### config.mk
export PLATFORM = sky130hd
export DESIGN_NAME = smm_ctrl
export DESIGN_NICKNAME = d
export VERILOG_FILES = /design/src/sv/smm_pkg.sv /design/src/sv/smm_ctrl.sv
export SDC_FILE = /design/constraint.sdc
export NUM_CORES = 1
export LEC_CHECK = 0
export ABC_AREA = 0
export BUFFER_PORTS_ARGS = -buffer_cell sky130_fd_sc_hd__buf_4
export CELL_PAD_IN_SITES_DETAIL_PLACEMENT = 0
export CELL_PAD_IN_SITES_GLOBAL_PLACEMENT = 1
export CORE_AREA = 2 2 39 41
export CTS_BUF_LIST = sky130_fd_sc_hd__clkbuf_4
export CTS_CLUSTER_DIAMETER = 200
export DETAILED_ROUTE_END_ITERATION = 6
export DIE_AREA = 0 0 41 43
export PLACE_DENSITY_LB_ADDON = 0.1
export REMOVE_ABC_BUFFERS = 1
export SYNTH_ARGS = -nofsm -noshare
export SYNTH_HDL_FRONTEND = slang
export SYNTH_SLANG_ARGS = --single-unit
### constraint.sdc
create_clock -name i_clk -period 3.6 [get_ports i_clk]
set_input_delay 0.18 -clock i_clk [delete_from_list [all_inputs] [get_ports i_clk]]
set_output_delay 0.18 -clock i_clk [all_outputs]
set_load 0.05 [all_outputs]
### src/sv/smm_pkg.sv
`timescale 1ns / 1ps
package smm_pkg;
    localparam logic [1:0] KIND_LOAD  = 2'd0;
    localparam logic [1:0] KIND_STORE = 2'd1;
    localparam logic [1:0] KIND_MAP   = 2'd2;
    localparam logic [1:0] KIND_UNMAP = 2'd3;

    localparam logic [1:0] ST_OK       = 2'd0;
    localparam logic [1:0] ST_UNMAPPED = 2'd1;
    localparam logic [1:0] ST_RANGE    = 2'd2;
    localparam logic [1:0] ST_NO_ID    = 2'd3;

    // controller -> datapath
    typedef struct packed {
        logic take;     // latch input transaction
        logic exec;     // run checks and commit single-cycle work
        logic fill;     // write one zero word of the map fill
        logic finish;   // commit map bookkeeping and present result
        logic capture;  // register load data from the word RAM
    } t_cmd;

    // datapath -> controller
    typedef struct packed {
        logic is_map;     // latched transaction is a good map with fill
        logic map_ok;     // latched map passes checks
        logic fill_last;  // current fill word is the last one
        logic is_load;    // latched transaction is a good load
    } t_sts;
endpackage

### src/sv/smm_ctrl.sv
`timescale 1ns / 1ps
module smm_ctrl (
    input  logic          i_clk,
    input  logic          i_rst_n,
    input  logic          i_valid,
    output logic          o_stall,
    output logic          o_valid,
    input  logic          i_stall,
    input  smm_pkg::t_sts i_sts,
    output smm_pkg::t_cmd o_cmd
);
    localparam logic [2:0] S_IDLE = 3'd0;
    localparam logic [2:0] S_EXEC = 3'd1;
    localparam logic [2:0] S_READ = 3'd2;
    localparam logic [2:0] S_FILL = 3'd3;
    localparam logic [2:0] S_FIN  = 3'd4;

    logic [2:0] r_state, n_state;
    logic       r_valid, n_valid;
    logic       out_free;

    // output register frees when empty or being taken
    assign out_free = !r_valid || !i_stall;

    always_comb begin
        n_state = r_state;
        n_valid = r_valid && i_stall;
        o_cmd   = '0;
        case (r_state)
            S_IDLE: begin
                if (i_valid) begin
                    o_cmd.take = 1'b1;
                    n_state    = S_EXEC;
                end
            end
            S_EXEC: begin
                if (i_sts.is_map) begin
                    n_state = S_FILL;
                end else if (out_free) begin
                    o_cmd.exec = 1'b1;
                    // load data comes registered from the RAM and is captured in S_READ
                    n_state    = i_sts.is_load ? S_READ : S_IDLE;
                    n_valid    = !i_sts.is_load;
                end
            end
            S_READ: begin
                o_cmd.capture = 1'b1;
                n_valid       = 1'b1;
                n_state       = S_IDLE;
            end
            S_FILL: begin
                o_cmd.fill = 1'b1;
                if (i_sts.fill_last) begin
                    n_state = S_FIN;
                end
            end
            S_FIN: begin
                if (out_free) begin
                    o_cmd.finish = 1'b1;
                    n_valid      = 1'b1;
                    n_state      = S_IDLE;
                end
            end
            default: n_state = S_IDLE;
        endcase
    end

    always_ff @(posedge i_clk) begin
        if (!i_rst_n) begin
            r_state <= S_IDLE;
            r_valid <= 1'b0;
        end else begin
            r_state <= n_state;
            r_valid <= n_valid;
        end
    end

    assign o_stall = (r_state != S_IDLE);
    assign o_valid = r_valid;
endmodule

==> impl_metrics.tcl, run 1 <==
set metrics [dict create \
    status "finished clean" \
    antenna_found_initial 0 \
    drtIter0Drc 6 \
    post-route-period-util_pct 41.8 \
    cts_tree "built" \
    ir_drop_v 0.000158 \
    start_util_pct 19.4 \
    cts_buffers 3 \
    clk_pin_slew_worst_paths_ns 0.03 \
    multiInputGateArea_um2 161 \
    post_cts_buffers 0 \
    die_y_um 43 \
    io_buffers 13 \
    crit_path_end_kind "output pin" \
    n_antenna_cell 0 \
    ys.flop_type "dfxtp_1" \
    wl_um 696 \
    first_pass_iters 4 \
    placed_cell_area_um2 367 \
    final_util_pct 28.1 \
    vias 285 \
    place.gp.congestion 0.725 \
    clock_latency_ns 0.23 \
    mostFrequentLayoutCells "buf_4 (13), nor2_1 (4), dfxtp_1 (4)" \
    hold_path_class "in2reg" \
    via_per_inst 4.52 \
    grt_overflow 0 \
    fin_crit_ns 1.50 \
    final_hold_viol_count 0 \
    grtUsageTotal_pct 9.02 \
    max_slew_margin_pct 78.3 \
    grt_pass1_wl_um 1040 \
    syn_inst 34 \
    synth-edff-count 0 \
    clockBufferDepth 2 \
    synth-seq-area-share_pct 29.8 \
    crit_start "r_state[1]$_SDFFE_PN0P_" \
    ys_seq_elements 4 \
    timing.rr.start "r_state[0]$_SDFFE_PN0P_" \
    mappedNetlistArea_um2 269 \
    drv_slew 0 \
    critPathKind "reg2out" \
    coreArea_um2 1380 \
    cts-htree-levels 1 \
    cts.sinks 4 \
    cts_resized 0 \
    leakagePower_nw 0.180 \
    fmax_ghz 0.665 \
    hold_start "i_rst_n" \
    rsz0062_at_grt "no" \
    syn2layout_area_growth_pct 44.7 \
    hold_buffers 0 \
    cp.required_ns 3.42 \
    grt_max_degree 11 \
    ios 15 \
    final_common_cell "buf_4" \
    drive_gt1_share_pct 38.3 \
    cp.arrival_ns 1.32 \
    post_drt_wl_per_cell_um 11.0 \
    finalClockSkew_ns 0.000185 \
    fillers 156 \
    timing.final.setup_violations 0 \
    tns_ns 0 \
    ctsRootBufferMaster "clkbuf_4" \
    cap_violations 0 \
    placementRows 14 \
    async_flop_share_pct 0 \
    synth_cell_types 23 \
    tightest_slew_ns 0.324 \
    ys.warnings.count 0 \
    dp_hpwl_um 537 \
    avgSynthCellArea_um2 7.91 \
    drc 0 \
    path_max_fanout 10 \
    grt_pass1_vias 240 \
    die-area_um2 1760 \
    fin_area_um2 389 \
    die_w_um 41 \
    cp-start-kind "flip-flop" \
    drtAntennaViolNets 0 \
    regArea_um2 80.1 \
    fin_nets 57 \
    power_density_nw_per_um2 376 \
]
through the flow:
stage / cells / total power, W / setup slack (ns) / hold slack (ns)
floorplan: 31 / 0.0000779 / 1.18 / 0.308
global placement: 60 / 0.0000938 / 2.30 / 0.408
detailed placement: 60 / 0.0000940 / 2.28 / 0.418
CTS: 63 / 0.000150 / 2.07 / 0.173
global route: 63 / 0.000156 / 2.02 / 0.197
finish: 63 / 0.000146 / 2.10 / 0.180
logic make-up (layout without fill, tap and decap cells):
| logic type | after synthesis | count (layout) | synth area share, % |
|---|---|---|---|
| compound gates | 7 | 7 | 19.5 |
| mux | 1 | 1 | 3.72 |
| flops | 4 | 4 | 29.8 |
| buf+inv | 5 | 18 | 10.2 |
| simple gates | 17 | 17 | 36.7 |
worst paths after layout:
check	end	slack [ns]	depth (start not counted)
hold / removal	o_valid$_SDFF_PN0_	0.18	2
setup / recovery	o_cmd[4]	2.10	3
setup reg to reg	o_valid$_SDFF_PN0_	2.28	3
hold reg to reg	r_state[0]$_SDFFE_PN0P_	0.59	1
per-layer routing:
| metal | GRT usage [%] | vias to the layer above | part of all wire (%) |
|---|---|---|---|
| met4 | 8.00 | 0 | 0 |
| met2 | 10.6 | 14 | 46 |
| met3 | 3.14 | 0 | 7.3 |
| li1 | - | 149 | - |
| met5 | 0 | - | 0 |
| met1 | 12.1 | 122 | 47 |
cell type report:
cell class / instances / share of cell area (%)
multi-input cells: 25 / 41.5
clock buffers: 3 / 5.79
flip-flops and latches: 4 / 20.6
well taps: 16 / 5.14
repair buffers: 13 / 25.1
inverters: 2 / 1.93
critical path, stage by stage, from the launching register on:
cell	delay, ns
dfxtp_1	0.38
or3_1	0.41
nor2_1	0.10
buf_4	0.20
synthesized netlist by cell type (all sizes together), types with 2 or more instances:
cell / instances / area, um^2
buf: 3 / 20.0
nand2: 3 / 11.3
nor2: 4 / 15.0
inv: 2 / 7.51
a21oi: 2 / 10.0
dfxtp: 4 / 80.1
registers in the layout, summed over array words and instances (netlist names):
| register | flops |
|---|---|
| o_valid | 1 |
| r_state | 3 |
report_power, final:
part	switching (W)	internal (W)	leakage, nW
sequential	0.00000449	0.0000469	0.0327
combinational	0.0000255	0.0000161	0.133
clock	0.0000161	0.0000371	0.0138
Power figures use the tool's default switching activity.
==> inputs of run 2 (changes only) <==
==> constraint.sdc (replaced) <==
create_clock -name i_clk -period 1.4 [get_ports i_clk]
set_input_delay 0.07 -clock i_clk [delete_from_list [all_inputs] [get_ports i_clk]]
set_output_delay 0.07 -clock i_clk [all_outputs]
set_load 0.05 [all_outputs]
==> impl_metrics.tcl, run 2 (synthesized netlist as in run 1, its figures left out) <==
set metrics [dict create \
    vias 278 \
    power_density_nw_per_um2 939 \
    cts-htree-levels 1 \
    finalClockSkew_ns 0.000320 \
    syn2layout_area_growth_pct 52.1 \
    final_common_cell "buf_4" \
    wl_um 707 \
    placed_cell_area_um2 374 \
    final.setup.worst_slack_ns 0.0503 \
    place.gp.congestion 0.728 \
    timing.rr.start "r_state[2]$_SDFFE_PN0P_" \
    hold_buffers 0 \
    ff2ff_path_depth 3 \
    crit_buf_inv 1 \
    critPathKind "reg2out" \
    mostFrequentLayoutCells "buf_4 (13), nor2_1 (4), nand2_1 (3), clkbuf_4 (3), dfxtp_2 (3)" \
    cp-start-kind "flip-flop" \
    drtAntennaViolNets 0 \
    cts_buffers 3 \
    final_hold_viol_count 0 \
    pre_cts_slack_ns 0.133 \
    grt_max_degree 11 \
    drive_gt1_share_pct 47.9 \
    largest_register_ffs 3 \
    ctsRootBufferMaster "clkbuf_4" \
    hold_start "i_rst_n" \
    tightest_slew_ns 0.240 \
    fin_nets 58 \
    placementRows 14 \
    leakagePower_nw 0.191 \
    r2r-end "o_valid$_SDFF_PN0_" \
    critPathSlowestCell "or3_1" \
    die_y_um 43 \
    drv_slew 0 \
    drc 0 \
    ios 15 \
    hold_path_class "in2reg" \
    n_antenna_cell 0 \
    drtIter0Drc 3 \
    cap_violations 0 \
    final_util_pct 29.6 \
    post_drt_wl_per_cell_um 11.0 \
    post-route-period-util_pct 96.4 \
    die_w_um 41 \
    crit_family "simple AND/OR/NAND/NOR gates" \
    grt_pass1_wl_um 1070 \
    grtUsageTotal_pct 9.14 \
    slowest_delay_ns 0.40 \
    crit_path_end_kind "output pin" \
    status "finished clean" \
    rrSetupSlack_ns 0.16 \
    worst-path-stages 3 \
    crit_end "o_cmd[4]" \
    via_per_inst 4.34 \
    cts.sinks 4 \
    grt_pass1_vias 262 \
    largest_register "r_state" \
    path_cells "or3_1, nor2_1, buf_6" \
    clockBufferDepth 2 \
    clock_latency_ns 0.23 \
    path_max_fanout 10 \
    max_slew_margin_pct 83.9 \
    cp.required_ns 1.33 \
    start_util_pct 19.4 \
    coreArea_um2 1380 \
    cp.arrival_ns 1.28 \
    io_buffers 13 \
    fin_area_um2 409 \
    rsz0062_at_grt "no" \
    fmax_ghz 0.741 \
    antenna_found_initial 0 \
    crit_start "r_state[1]$_SDFFE_PN0P_" \
    clk_pin_slew_worst_paths_ns 0.04 \
    ir_drop_v 0.000330 \
    timing.final.setup_violations 0 \
    fin_crit_ns 1.35 \
    fillers 145 \
    first_pass_iters 2 \
    die-area_um2 1760 \
    grt_overflow 0 \
    cts_tree "built" \
]
-- run 2: per-layer routing --
layer  wire length, um  share of wire [%]  global-route usage (%)
met5                 0                  0                       0
met3                46                6.5                    1.57
met1               291                 41                    11.3
met4                 0                  0                    8.00
met2               369                 52                    12.8
-- run 2: per-stage QoR --
stage                     total power [W]  instances  TNS, ns  hold WS (ns)
after floorplan                  0.000200         31    -2.21         0.198
after global placement           0.000245         61        0         0.298
after detailed placement         0.000245         61        0         0.304
after CTS                        0.000395         64        0        0.0579
after global routing             0.000406         64        0        0.0794
final                            0.000384         64        0        0.0696
-- run 2: power breakdown --
part           total (W)  internal [W]  switching, W
clock           0.000137     0.0000955     0.0000416
combinational   0.000117     0.0000465     0.0000702
sequential      0.000130      0.000122    0.00000860
-- run 2: how the worst min path moves through the flow --
stage                                    end  depth (start not counted)
final                     o_valid$_SDFF_PN0_                          2
after global routing      o_valid$_SDFF_PN0_                          2
after global placement    o_valid$_SDFF_PN0_                          2
after detailed placement  o_valid$_SDFF_PN0_                          2
after CTS                 o_valid$_SDFF_PN0_                          2
after floorplan           o_valid$_SDFF_PN0_                          1
-- run 2: area by class of cell --
cell class                 count  area (um^2)  share of cell area [%]
timing repair buffer          14          109                    26.6
sequential                     4         83.8                    20.5
tap                           16         20.0                    4.89
inverter                       2         7.51                    1.83
clock buffer                   3         22.5                    5.50
multi-input combinational     25          166                    40.7
-- run 2: what timing repair did --
action / in CTS / in global routing
gates cloned: 0 / 0
endpoints found under the setup margin: 1 / 3
hold endpoints to repair: 0 / 0
gates resized for setup: 2 / 3
setup buffers: 0 / 0
pin swaps: 0 / 0
==> inputs of run 3 (changes only) <==
--- a/config.mk
+++ b/config.mk
@@ -16,6 +16,8 @@
 export DIE_AREA = 0 0 41 43
 export PLACE_DENSITY_LB_ADDON = 0.1
 export REMOVE_ABC_BUFFERS = 1
+export SETUP_SLACK_MARGIN = 0.4
+export SLEW_MARGIN = 20
 export SYNTH_ARGS = -nofsm -noshare
 export SYNTH_HDL_FRONTEND = slang
 export SYNTH_SLANG_ARGS = --single-unit
==> impl_metrics.tcl, run 3 (synthesized netlist as in run 1, its figures left out) <==
set metrics [dict create \
    max_slew_margin_pct 86.2 \
    timing.rr.start "r_state[2]$_SDFFE_PN0P_" \
    crit_buf_inv 1 \
    cp.required_ns 1.33 \
    crit_family "simple AND/OR/NAND/NOR gates" \
    cts_tree "built" \
    crit_path_end_kind "output pin" \
    ctsRootBufferMaster "clkbuf_4" \
    drtIter0Drc 2 \
    path_max_fanout 6 \
    p_clk_share_pct 33.5 \
    grtUsageTotal_pct 9.63 \
    grt_max_degree 11 \
    cts_buffers 3 \
    grt_pass1_wl_um 1130 \
    fillers 144 \
    p_int_w 0.000275 \
    start_util_pct 19.4 \
    antenna_found_initial 0 \
    largest_register_ffs 3 \
    seqPwrFrac_pct 31.8 \
    syn2layout_area_growth_pct 89.8 \
    vias 303 \
    ff2ff_path_depth 3 \
    post_drt_wl_per_cell_um 11.8 \
    worst-path-stages 3 \
    cts.sinks 4 \
    drive_gt1_share_pct 62.7 \
    critPathSlowestCell "or3_4" \
    fmax_ghz 0.768 \
    finalClockSkew_ns 0.000137 \
    tightest_slew_ns 0.206 \
    timing.final.setup_violations 0 \
    coreArea_um2 1380 \
    cts-htree-levels 1 \
    holdWs_ns 0.0693 \
    hold_path_end "o_valid$_SDFF_PN0_" \
    mostFrequentLayoutCells "buf_4 (12), nand2_1 (3), clkbuf_4 (3), buf_8 (3), dfxtp_4 (3)" \
    final_hold_viol_count 0 \
    switchingPower_w 0.000132 \
    placementRows 14 \
    drtAntennaViolNets 0 \
    via_per_inst 4.52 \
    fin_area_um2 510 \
    cp.arrival_ns 1.23 \
    clock_latency_ns 0.23 \
    clockBufferDepth 2 \
    comb_power_share_pct 34.6 \
    clk_pin_slew_worst_paths_ns 0.03 \
    n_antenna_cell 0 \
    rsz0062_at_grt "yes" \
    tns_ns 0 \
    largest_register "r_state" \
    status "finished clean" \
    place.gp.congestion 0.728 \
    fin_nets 61 \
    final_util_pct 36.9 \
    slowest_delay_ns 0.40 \
    hold_start "i_rst_n" \
    hold_path_class "in2reg" \
    ios 15 \
    die-area_um2 1760 \
    path_cells "or3_4, nor2_4, buf_8" \
    rrSetupSlack_ns 0.17 \
    hold_buffers 0 \
    grt_overflow 0 \
    hold_path_depth 2 \
    placed_cell_area_um2 374 \
    cap_violations 0 \
    r2r-end "o_valid$_SDFF_PN0_" \
    final_common_cell "buf_4" \
    die_w_um 41 \
    die_y_um 43 \
    drv_slew 0 \
    first_pass_iters 2 \
    switching_share_pct 32.4 \
    power_density_nw_per_um2 797 \
    power_w 0.000407 \
    io_buffers 13 \
    post-route-period-util_pct 92.9 \
    ir_drop_v 0.000341 \
    leakagePower_nw 0.219 \
    cp-start-kind "flip-flop" \
    wl_um 791 \
    fin_crit_ns 1.30 \
    drc 0 \
    grt_pass1_vias 264 \
    critPathKind "reg2out" \
]
==> run 3: cell count changes in the layout (fill, tap and decap cells not counted), sizes merged <==
cell and change:
buf +3
==> run 3: per-stage QoR <==
step	setup slack (ns)	std cells
after floorplan	-0.912	31
after global placement	0.155	61
after detailed placement	0.133	61
after CTS	0.0747	64
after global routing	0.0606	67
final	0.0987	67
==> run 3: how the worst max path moves through the flow <==
stage | start | endpoint | slack [ns]
finish | r_state[2]$_SDFFE_PN0P_ | o_cmd[4] | 0.1
CTS | r_state[0]$_SDFFE_PN0P_ | o_cmd[0] | 0.07
global route | r_state[2]$_SDFFE_PN0P_ | o_cmd[4] | 0.06
global placement | r_state[2]$_SDFFE_PN0P_ | o_valid$_SDFF_PN0_ | 0.15
floorplan | o_valid$_SDFF_PN0_ | o_cmd[3] | -0.91
detailed placement | r_state[2]$_SDFFE_PN0P_ | o_valid$_SDFF_PN0_ | 0.13
==> run 3: layer usage <==
layer  up-vias  track usage, %  wire [um]
met1       140            12.2        313
li1        156               -          -
met3         0            1.57         54
met2         7            13.4        422
met4         0            8.00          0
met5         -               0          0
==> run 3: power by group through the flow <==
stage	Sequential (W)	Combinational, W	Clock (W)
global placement	0.000130	0.000115	0
global route	0.000130	0.000149	0.000149
CTS	0.000130	0.000125	0.000149
floorplan	0.000137	0.0000637	0
detailed placement	0.000131	0.000114	0
finish	0.000130	0.000141	0.000136
==> run 3: timing repair <==
action                     CTS  global route
gates resized for setup     11            14
hold endpoints to repair     0             0
setup endpoints to repair   10            10
pin swaps                    2             5
gates cloned                 0             0
setup buffers                0             3
==> run 3: layout make-up <==
class	instances	area, um^2	area share [%]
inverters	2	7.51	1.47
flip-flops and latches	4	91.3	17.9
repair buffers	17	158	30.9
clock buffers	3	22.5	4.41
multi-input cells	25	211	41.4
well taps	16	20.0	3.92
